===== config.mk =====
export PLATFORM = sky130hd
export DESIGN_NAME = line_ending_normalizer_with_position_top
export DESIGN_NICKNAME = d
export VERILOG_FILES = /design/src/lenorm_pkg.sv /design/src/lenorm_runq.sv /design/src/line_ending_normalizer_with_position_top.sv
export SDC_FILE = /design/constraint.sdc
export NUM_CORES = 1
export LEC_CHECK = 0
export BUFFER_PORTS_ARGS = -buffer_cell sky130_fd_sc_hd__clkbuf_2
export CAP_MARGIN = 20
export CORE_AREA = 2 2 329 201
export CTS_BUF_LIST = sky130_fd_sc_hd__clkbuf_4 sky130_fd_sc_hd__clkbuf_8
export DETAILED_ROUTE_END_ITERATION = 6
export DIE_AREA = 0 0 331 203
export PLACE_DENSITY_LB_ADDON = 0.05
export SLEW_MARGIN = 20
export SYNTH_ARGS = -nofsm -noshare
export SYNTH_HDL_FRONTEND = slang
export SYNTH_SLANG_ARGS = --single-unit

===== constraint.sdc =====
create_clock -name i_clk -period 14.4 [get_ports i_clk]
set_input_delay 3.6 -clock i_clk [delete_from_list [all_inputs] [get_ports i_clk]]
set_output_delay 3.6 -clock i_clk [all_outputs]
set_load 0.02 [all_outputs]

===== src/lenorm_pkg.sv =====
// ----------------------------------------------------------------------------
// Line ending normaliser package
// Shared types, codes and helper functions for the normaliser and its
// result queue.
// ----------------------------------------------------------------------------
`default_nettype none

package lenorm_pkg;

    localparam int unsigned CODE_W = 32;
    localparam int unsigned LINE_W = 24;
    localparam int unsigned COL_W  = 16;
    localparam int unsigned MODE_W = 2;
    localparam int unsigned IDX_W  = 2;

    localparam logic [LINE_W-1:0] LINE_MAX = '1;
    localparam logic [COL_W-1:0]  COL_MAX  = '1;

    localparam logic [CODE_W-1:0] LF_B0 = 32'h0000_000a;
    localparam logic [CODE_W-1:0] LF_B1 = 32'h0000_0a00;
    localparam logic [CODE_W-1:0] LF_B3 = 32'h0a00_0000;
    localparam logic [CODE_W-1:0] CR_B0 = 32'h0000_000d;
    localparam logic [CODE_W-1:0] CR_B1 = 32'h0000_0d00;
    localparam logic [CODE_W-1:0] CR_B3 = 32'h0d00_0000;

    localparam logic [MODE_W-1:0] MODE_BOTH = 2'd0;
    localparam logic [MODE_W-1:0] MODE_CRLF = 2'd1;
    localparam logic [MODE_W-1:0] MODE_NONE = 2'd2;

    localparam logic [IDX_W-1:0] REG_BREAK_CODE = 2'd0;
    localparam logic [IDX_W-1:0] REG_MERGE_MODE = 2'd1;
    localparam logic [IDX_W-1:0] REG_START_LINE = 2'd2;
    localparam logic [IDX_W-1:0] REG_START_COL  = 2'd3;

    localparam logic [CODE_W-1:0] RST_BREAK_CODE = 32'd10;
    localparam logic [MODE_W-1:0] RST_MERGE_MODE = MODE_CRLF;
    localparam logic [LINE_W-1:0] RST_START_LINE = 24'd1;
    localparam logic [COL_W-1:0]  RST_START_COL  = 16'd0;

    typedef struct packed {
        logic [LINE_W-1:0] line;
        logic [COL_W-1:0]  col;
    } t_pos;

    typedef struct packed {
        logic [CODE_W-1:0] code;
        t_pos              pos;
        logic              brk;
        logic              eot;
        logic              last;
    } t_result;

    typedef struct packed {
        t_result [1:0] res;
        logic          two;
    } t_run;

    function automatic logic is_lf(input logic [CODE_W-1:0] c);
        return (c == LF_B0) || (c == LF_B1) || (c == LF_B3);
    endfunction

    function automatic logic is_cr(input logic [CODE_W-1:0] c);
        return (c == CR_B0) || (c == CR_B1) || (c == CR_B3);
    endfunction

    // position of the next emitted result
    function automatic t_pos step_pos(input t_pos p, input logic prev_brk);
        t_pos q;
        q = p;
        if (p.col != COL_MAX) begin
            q.col = p.col + 1'b1;
        end
        if (prev_brk) begin
            if (p.line != LINE_MAX) begin
                q.line = p.line + 1'b1;
            end
            q.col = COL_W'(1);
        end
        return q;
    endfunction

endpackage

`default_nettype wire


===== src/lenorm_runq.sv =====
// ----------------------------------------------------------------------------
// Line ending normaliser result queue
// Two-deep queue of result runs (one or two results each), drained one
// result per transfer on the output channel.
// ----------------------------------------------------------------------------
`default_nettype none

module lenorm_runq
    import lenorm_pkg::*;
(
    input  wire logic    i_clk,
    input  wire logic    i_rst_n,
    input  wire logic    i_push,
    input  wire t_run    i_run,
    output logic         o_full,
    output logic         o_valid,
    input  wire logic    i_stall,
    output t_result      o_res
);

    t_run       r_runs [2];
    logic       r_wr;
    logic       r_rd;
    logic [1:0] r_cnt;
    logic       r_sub;

    logic       pop_res;
    logic       run_done;
    logic       pop_run;

    assign o_full   = (r_cnt == 2'd2);
    assign o_valid  = (r_cnt != 2'd0);
    assign o_res    = r_runs[r_rd].res[r_sub];
    assign pop_res  = o_valid && !i_stall;
    assign run_done = !r_runs[r_rd].two || r_sub;
    assign pop_run  = pop_res && run_done;

    always_ff @(posedge i_clk) begin
        if (i_push) begin
            r_runs[r_wr] <= i_run;
        end
    end

    always_ff @(posedge i_clk) begin
        if (!i_rst_n) begin
            r_wr  <= 1'b0;
            r_rd  <= 1'b0;
            r_cnt <= 2'd0;
            r_sub <= 1'b0;
        end else begin
            if (i_push) begin
                r_wr <= !r_wr;
            end
            if (pop_run) begin
                r_rd  <= !r_rd;
                r_sub <= 1'b0;
            end else if (pop_res) begin
                r_sub <= 1'b1;
            end
            case ({i_push, pop_run})
                2'b10:   r_cnt <= r_cnt + 2'd1;
                2'b01:   r_cnt <= r_cnt - 2'd1;
                default: r_cnt <= r_cnt;
            endcase
        end
    end

endmodule

`default_nettype wire


===== src/line_ending_normalizer_with_position_top.sv =====
// ----------------------------------------------------------------------------
// Line ending normaliser with line and column tracking
// Input channel: i_in_valid / o_in_stall with char_code and end_of_text.
// Output channel: o_out_valid / i_out_stall with the tagged result fields.
// Each character is passed on with its line and column; CR, LF and the
// merged pairs chosen by merge_mode become r_break_code. A break that may
// start a pair is held back until the next item; an end item flushes it and
// then gives an end marker, and reloads the counters for a new stream.
// Each result is registered in the run queue before it is offered.
// Throughput: one input item per cycle while o_in_stall is low; an item giving
// two results leaves as two output transfers through the single output port of the two-run queue.
// Items giving no result only update the state.
// Reset (synchronous, active low) loads the register defaults, clears any
// held break and empties the queue. When the receiver stalls, the queue
// fills and o_in_stall rises once two runs are waiting.
// Configuration writes are taken at any edge with i_cfg_we high outside reset.
// ----------------------------------------------------------------------------
`default_nettype none

module line_ending_normalizer_with_position_top
    import lenorm_pkg::*;
(
    input  wire logic              i_clk,
    input  wire logic              i_rst_n,
    input  wire logic              i_cfg_we,
    input  wire logic [IDX_W-1:0]  i_cfg_idx,
    input  wire logic [CODE_W-1:0] i_cfg_data,
    input  wire logic              i_in_valid,
    output logic                   o_in_stall,
    input  wire logic [CODE_W-1:0] i_char_code,
    input  wire logic              i_end_of_text,
    output logic                   o_out_valid,
    input  wire logic              i_out_stall,
    output logic [CODE_W-1:0]      o_out_code,
    output logic [LINE_W-1:0]      o_line_number,
    output logic [COL_W-1:0]       o_column_number,
    output logic                   o_is_break,
    output logic                   o_is_end,
    output logic                   o_last_of_run
);

    logic [CODE_W-1:0] r_break_code;
    logic [MODE_W-1:0] r_mode;
    logic [LINE_W-1:0] r_start_line;
    logic [COL_W-1:0]  r_start_col;

    logic              r_held;
    logic              r_held_cr;
    t_pos              r_pos;
    logic              r_prev;

    logic              n_held;
    logic              n_held_cr;
    t_pos              n_pos;
    logic              n_prev;

    logic              accept;
    logic              q_full;
    t_run              run;
    logic [1:0]        n_res;
    t_result           res_q;

    assign o_in_stall = q_full;
    assign accept     = i_in_valid && !q_full;

    always_comb begin
        logic    c_lf;
        logic    c_cr;
        logic    pair;
        logic    proc;
        logic    hold;
        logic    unit_emit;
        t_pos    p;
        logic    prev;
        t_result r;

        c_lf = is_lf(i_char_code);
        c_cr = is_cr(i_char_code);
        pair = !i_end_of_text && r_held && (r_held_cr ? c_lf : c_cr);
        proc = !i_end_of_text && !pair;
        hold = (c_lf && (r_mode == MODE_BOTH)) || (c_cr && (r_mode != MODE_NONE));
        unit_emit = proc && !hold;

        p       = r_pos;
        prev    = r_prev;
        r       = '0;
        n_res   = 2'd0;
        run     = '0;
        n_held    = r_held;
        n_held_cr = r_held_cr;

        if (r_held) begin
            p = step_pos(p, prev);
            r = '{code: r_break_code, pos: p, brk: 1'b1, eot: 1'b0, last: 1'b0};
            run.res[0] = r;
            prev  = 1'b1;
            n_res = 2'd1;
        end
        if (unit_emit) begin
            p = step_pos(p, prev);
            r.code = (c_lf || c_cr) ? r_break_code : i_char_code;
            r.pos  = p;
            r.brk  = c_lf || c_cr;
            r.eot  = 1'b0;
            r.last = 1'b0;
            run.res[n_res[0]] = r;
            prev  = c_lf || c_cr;
            n_res = n_res + 2'd1;
        end
        if (i_end_of_text) begin
            r = '{code: '0, pos: p, brk: 1'b0, eot: 1'b1, last: 1'b0};
            run.res[n_res[0]] = r;
            n_res = n_res + 2'd1;
            n_pos     = '{line: r_start_line, col: r_start_col};
            n_prev    = 1'b0;
            n_held    = 1'b0;
            n_held_cr = 1'b0;
        end else begin
            n_pos  = p;
            n_prev = prev;
            n_held = proc && hold;
            if (proc && hold) begin
                n_held_cr = c_cr;
            end
        end

        run.two = (n_res == 2'd2);
        if (n_res == 2'd2) begin
            run.res[1].last = 1'b1;
        end else begin
            run.res[0].last = 1'b1;
        end
    end

    always_ff @(posedge i_clk) begin
        if (!i_rst_n) begin
            r_break_code <= RST_BREAK_CODE;
            r_mode       <= RST_MERGE_MODE;
            r_start_line <= RST_START_LINE;
            r_start_col  <= RST_START_COL;
            r_held       <= 1'b0;
            r_held_cr    <= 1'b0;
            r_pos        <= '{line: RST_START_LINE, col: RST_START_COL};
            r_prev       <= 1'b0;
        end else begin
            if (accept) begin
                r_held    <= n_held;
                r_held_cr <= n_held_cr;
                r_pos     <= n_pos;
                r_prev    <= n_prev;
            end
            if (i_cfg_we) begin
                case (i_cfg_idx)
                    REG_BREAK_CODE: r_break_code <= i_cfg_data;
                    REG_MERGE_MODE: r_mode <= i_cfg_data[MODE_W-1:0];
                    REG_START_LINE: begin
                        r_start_line <= i_cfg_data[LINE_W-1:0];
                        r_pos.line   <= i_cfg_data[LINE_W-1:0];
                    end
                    REG_START_COL: begin
                        r_start_col <= i_cfg_data[COL_W-1:0];
                        r_pos.col   <= i_cfg_data[COL_W-1:0];
                    end
                    default: r_mode <= r_mode;
                endcase
            end
        end
    end

    lenorm_runq u_runq (
        .i_clk   (i_clk),
        .i_rst_n (i_rst_n),
        .i_push  (accept && (n_res != 2'd0)),
        .i_run   (run),
        .o_full  (q_full),
        .o_valid (o_out_valid),
        .i_stall (i_out_stall),
        .o_res   (res_q)
    );

    assign o_out_code      = res_q.code;
    assign o_line_number   = res_q.pos.line;
    assign o_column_number = res_q.pos.col;
    assign o_is_break      = res_q.brk;
    assign o_is_end        = res_q.eot;
    assign o_last_of_run   = res_q.last;

endmodule

`default_nettype wire

; Word level (Yosys, flattened, before mapping)
; Memory sizes are Yosys's and may differ from the RTL's. A register that Yosys moved wholly into a read port is not among the register bits.
; Cells that the tools add are included.
[word_totals]
mem_count = 1
output_inout_bits = 77
inputBits = 72
mem_bits_rw = 302
word_cells = 129
regBits = 122
[op_classes]
n_reduce_logical = 40
bitwise_logic = 1
n_eq_ne = 18
magnitude_cmp = 5
n_addsub = 8
n_mux = 43
[mem_list]
columns = name, words, word_bits, read_ports, rd_clocked_by_memory_dff, write_ports, line
row1 = u_runq.r_runs, 2, 151, 1, 1, 1, lenorm_runq.sv:21  ; t_run r_runs [2];
[ops]
columns = cell, n
row1 = two-way mux 75 bit, 5
row2 = two-way mux 40 bit, 8
row3 = bitwise mux 150 bit, 2
row4 = two-way mux 150 bit, 2
row5 = demux 75 bit (select 1 bit), 2
row6 = two-way mux 24 bit, 3
row7 = "equality test 32 x 12 -> 1 bit, second input constant", 2
row8 = "equality test 32 x 28 -> 1 bit, second input constant", 2
row9 = "equality test 32 x 4 -> 1 bit, second input constant", 2
row10 = "adder 24 x 1 -> 24 bit, second input constant", 2
row11 = two-way mux 16 bit, 3
row12 = "!= test 24 bit, second input constant", 2
row13 = "adder 16 x 1 -> 16 bit, second input constant", 2
row14 = two-way mux 32 bit, 1
row15 = "!= test 16 bit, second input constant", 2
row16 = two-way mux 1 bit, 14
row17 = logical AND 1 bit, 13
row18 = "equality test 2 bit, second input constant", 5
row19 = AND reduction 2 bit, 5
row20 = zero test 1 bit, 8
row21 = nonzero test 2 bit, 4
row22 = logical OR 1 bit, 7
row23 = "adder 2 x 1 -> 2 bit, second input constant", 3
row24 = "< comparator 1 x 2 -> 1 bit, second input constant", 3
row25 = 9 further kinds, 13

; Depth between registers and ports, before layout
[depth]
depth_word = 16
ltp_mapped = 21
mapped_depth_nobuf = 17

; Hierarchy
; A second synthesis with hierarchy kept.
[hier_totals]
cells_unflattened = 2181
hier_area_um2 = 23239.8
[by_module_without_submodules]
columns = module, instances, cells_each, area_each_um2, seq_area_each_um2
row1 = line_ending_normalizer_with_position_top, 1, 1753, 12040.3, 2342.2
row2 = lenorm_runq, 1, 428, 11199.5, 9188.8

; Worst setup path before layout
; Ideal clock, no wire load.
[synth_path]
path_kind = input -> register
from = input i_char_code[4]
to = memory u_runq.r_runs[0][100] in the netlist's numbering, enable pin
setup_ns = 0.664
path_buffers = 4
t_arrival_ns = 13.083
stages = 15
slack_ns = 0.653
required_ns = 13.736
cell_sequence = nor4_1 > nand4_1 > a2111oi_0 > a21boi_0 > o21a_1 > clkbuf_1 > inv_1 > buf_2 > buf_2 > ha_1 > and2_1 > clkbuf_1 > nand2_1 > o311ai_0 > nor2_1
[synth_between]
elab_chain_cells = 15
elab_cells_between_ends = 26
cone_classes = add/sub: 1 / eq/ne: 6 / mux: 5 / reduce/logical: 14
[synth_rtl]
columns = item, line
row1 = "start, declared", line_ending_normalizer_with_position_top.sv:30  ; input wire logic [CODE_W-1:0] i_char_code,
row2 = "equality test 32 x 4 -> 1 bit, or another cell as far along", lenorm_pkg.sv:63  ; return (c == CR_B0) || (c == CR_B1) || (c == CR_B3);
row3 = logical OR 1 bit (on tied branches) (2 in a row), "lenorm_pkg.sv:63, lenorm_pkg.sv:59"
row4 = two-way mux 1 bit, line_ending_normalizer_with_position_top.sv:79  ; pair = !i_end_of_text && r_held && (r_held_cr ? c_lf : c_cr);
row5 = logical AND 1 bit, line_ending_normalizer_with_position_top.sv:79
row6 = zero test 1 bit, line_ending_normalizer_with_position_top.sv:80  ; proc = !i_end_of_text && !pair;
row7 = logical AND 1 bit, line_ending_normalizer_with_position_top.sv:80
row8 = logical AND 1 bit *, line_ending_normalizer_with_position_top.sv:82  ; unit_emit = proc && !hold;
row9 = two-way mux 2 bit *, line_ending_normalizer_with_position_top.sv:99  ; if (unit_emit) begin
row10 = adder 2 x 1 -> 2 bit, line_ending_normalizer_with_position_top.sv:113  ; n_res = n_res + 2'd1;
row11 = two-way mux 2 bit *, line_ending_normalizer_with_position_top.sv:110  ; if (i_end_of_text) begin
row12 = nonzero test 2 bit *, line_ending_normalizer_with_position_top.sv:173  ; .i_push (accept && (n_res != 2'd0)),
row13 = logical AND 1 bit *, line_ending_normalizer_with_position_top.sv:173
row14 = two-way mux 1 bit *, lenorm_runq.sv:39  ; if (i_push) begin
row15 = two-way mux 1 bit (implied by the code) *, lenorm_runq.sv:40  ; r_runs[r_wr] <= i_run;
row16 = "end, declared", lenorm_runq.sv:21
; Every way passes the cells marked *; elsewhere a longest branch is shown, timed or not.

; Worst setup path after layout
[layout_path]
from = input i_char_code[16]
to = memory u_runq.r_runs[1][117] in the netlist's numbering, enable pin
; Same word-level chain as after synthesis.

==> results.md <==
* Routed WL per cell at 26.80 um
* Worst path slowest cell: a2111oi_1
* Total GRT Usage at 24.49%
* Buffers added on ports at between 100 and 150
* DP Worst Slack at roughly 4200 ps
* Worst hold-check path type: reg2reg
* Relative slew slack at 26.18%
* #FFs+latches synth at between 400 and 500
* Post_cts resized at 0
* # setup viols final at 0
* Core area at ~0.064 mm^2
* Deepest clock path buffer count at 3
* Fillers at ~6,400
* Area occupied by multi-input gates at 0.01008 mm^2
* Root cell of the clock tree: clkbuf_8
* Part of the Yosys area used for sequential elements at 51.44%
* Max Slew Vio Count at 0
* Critical path's largest stage delay at around 850 ps
* Residual DRC at 0
* Maximum clock rate at roughly 110 MHz
* Run status: finished clean
* Drt total wl at about 83 mm
* EDFF count, synth at 300
* Clock Sinks at between 400 and 500
* Maximum VDD drop at between 100 and 150 uV
* Post-synth top area cell: edfxtp_1
* Crit share post-route at 64.97%
* Fraction of layout cells with a size suffix above 1 at 19.39%
* Critical-path cell list: clkbuf_2 -> nor4_1 -> nand3_1 -> a2111oi_1 -> a21boi_0 -> o21a_1 -> buf_4 -> inv_1 -> buf_4 -> ha_1 -> and2_1 -> nand2_1 -> o311ai_1 -> nor2_4 -> buf_4 -> buf_4
* CTS buffer count at slightly above 70
* Cell Area, Synth at ~0.022 mm^2
* Fin Setup TNS at 0 ps
* Initial antenna violation count at 5
* Max-capacitance violation count at 0
* Slew @ Worst Pin at about 1100 ps
* Post-layout minimum cycle time at about 9400 ps
* DRT antenna net count at 0
* PD cells at about 120 mW/mm^2
* Post-CTS Setup Bufs at 0
* Largest net degree at the start of global routing at about 150
* Reg area at approximately 0.011 mm^2
* Vias post-DR at approximately 18,000
* Syn nets at around 2,200
* Fin worst setup slack at around 5000 ps
* Worst setup EP type: register
* Die height at around 200 um
* Leakage power at ~8.5 nW
* Post-DR vias/cell at slightly below 6
* Vias in the first global route at 17,260
* Fin nets at roughly 2,300
* Crit Path Max Fanout at 66
* Async SR Flop Fraction at 0%
* Placer Congestion at 0.9104
* DRT iter0 DRCs at 2,327
* H-tree depth at 3
* CP startpoint kind: primary input
* Area growth syn-to-layout at 12.97%
* RSZ-0062 raised after global routing: false
* DP HPWL at approximately 57 mm
* Cts hold-fix bufs at 0
* Hold Violations, Final at 0
* Die area at ~0.067 mm^2
* First-pass GRT wire length at 120.9 mm
* Critical path class: in2reg
* Grt ovf at 0
* CP arrival at between 9000 and 10,000 ps
* Die Wd at approximately 330 um
* IO Pins at 149
* Prevailing post-synth register cell: edfxtp_1
* DRT Pass-1 Iters at 5
* Area contributors post-synth: edfxtp_1 40%, dfxtp_1 11%, mux4_2 7.5%
* CTS tree: done
* Skew final at between 40 and 50 ps
* Std-Cell Rows at around 70
* Most common cell on crit path: buf_4
* Clk_lat worst skew at a little under 700 ps
* Yosys warning count at 0
* Syn Area/Cell at 10.70 um^2
* Initial core utilization at a little over a third
* Share of the synthesized area in the top cell type at between 40% and 50%
* Clk slew on worst S/H paths at 60 ps
* Req. time, crit path at approximately 15,000 ps
* Yosys cell types at 98
* Mapped Cells at between 2,000 and 2,500
sequential cells by signal, indices dropped and copies added (netlist names), named ones only:
signal / cells
r_break_code: 32
r_held: 1
r_held_cr: 1
r_mode: 2
r_pos: 40
r_prev: 1
r_start_col: 16
r_start_line: 24
u_runq.r_cnt: 2
u_runq.r_rd: 1
u_runq.r_runs: 300
u_runq.r_sub: 1
u_runq.r_wr: 1
placed cells by master, fill, tap and decap left out, types with 27 or more instances in the layout:
| cell type | netlist | routed |
|---|---|---|
| xor2_1 | 32 | 32 |
| nand4_1 | 28 | 28 |
| mux2i_1 | 33 | 33 |
| nor3_1 | 42 | 42 |
| buf_4 | 4 | 40 |
| edfxtp_1 | 300 | 300 |
| and3_1 | 28 | 28 |
| mux4_2 | 74 | 74 |
| clkbuf_4 | 0 | 27 |
| a21oi_1 | 106 | 106 |
| nand3_1 | 51 | 51 |
| dfxtp_1 | 123 | 120 |
| clkbuf_8 | 0 | 75 |
| clkbuf_2 | 1 | 147 |
| xnor2_1 | 59 | 59 |
| o21ai_0 | 86 | 86 |
| a21boi_0 | 74 | 74 |
| nand2_1 | 276 | 274 |
| nor2_1 | 185 | 179 |
| a22oi_1 | 49 | 49 |
power breakdown:
group | switching, mW | total [mW] | internal, mW
sequential | 0.0700 | 1.46 | 1.39
combinational | 0.351 | 0.550 | 0.199
clock | 0.525 | 1.10 | 0.576
cells in the mapped netlist, types with 7 or more instances:
cell type and number:
clkbuf_1 113, a41oi_1 11, mux2i_1 33, mux4_2 74, nand3_1 51, nand2b_1 10
and4_1 8, nor2b_1 9, a21o_1 8, or2_2 7, dfxtp_1 123, a21boi_0 74
ha_1 7, nand4_1 28, a211oi_1 15, nand2_1 276, nor3_1 42, buf_2 32
nor4_1 17, or3_1 17, a221oi_1 11, o211ai_1 14, o22ai_1 23, nand3b_1 10
o221ai_1 14, buf_1 16, xor2_1 32, xnor2_1 59, and3_1 28, o31ai_1 7
inv_1 23, a22oi_1 49, edfxtp_1 300, a31oi_1 19, and2_1 22, nor2_1 185
a21oi_1 106, o21ai_0 86
critical path, delay by kind of cell:
family          cells  cell delay, ps
fa+ha+maj           1             400
compound gates      4            1700
simple gates        5            1740
buf+inv             6            2040
worst paths after layout:
kind                                                   start                              end  slack [ps]  depth (start not counted)
worst max register to register           r_pos[0]$_SDFF_PN0_   u_runq.r_runs[0][83]$_DFFE_PP_        7940                         16
worst min register to register  r_start_line[0]$_SDFFE_PN1P_     r_start_line[0]$_SDFFE_PN1P_         450                          2
worst max-delay path                         i_char_code[16]  u_runq.r_runs[1][117]$_DFFE_PP_        5040                         16
worst min-delay path            r_start_line[0]$_SDFFE_PN1P_     r_start_line[0]$_SDFFE_PN1P_         450                          2
metrics by stage:
stage	cell area, um^2	cells	power [mW]	hold slack (ps)	util [%]
3_5_place_dp	23770	2954	2.042	441.1	37.16
2_1_floorplan	22300	2084	1.833	415.9	-
3_3_place_gp	23760	2954	2.041	428.1	37.15
6_report	25190	3085	3.112	448.4	39.39
4_1_cts	25190	3084	3.150	451.5	39.38
5_1_grt	25190	3084	3.245	477.9	39.38
final cells by class:
class | count | area share, %
flip-flops and latches | 423 | 45.57
multi-input cells | 1468 | 40.01
clock buffers | 102 | 4.902
well taps | 851 | 4.227
repair buffers | 188 | 4.192
clock inverters | 28 | 0.7301
inverters | 24 | 0.3576
diodes | 1 | 0.009933
logic make-up (layout without fill, tap and decap cells):
group           Yosys count  count (layout)  synth area share [%]
other cells               0               1                     0
mux                     109             109                 9.056
simple gates            744             744                 15.97
compound gates          515             515                 15.82
flops                   423             423                 51.44
xor+xnor                 93              93                 3.720
fa+ha+maj                 7               7                0.3927
buf+inv                 193             342                 3.602
layer usage:
layer | vias up | track usage (%) | wire, um
met1 | 9112 | 39.66 | 41640
li1 | 8054 | - | -
met4 | 0 | 5.647 | 1451
met3 | 98 | 4.074 | 6174
met2 | 751 | 33.28 | 33410
met5 | - | 0 | 0
No activity file was read; power rests on OpenSTA's default activity.
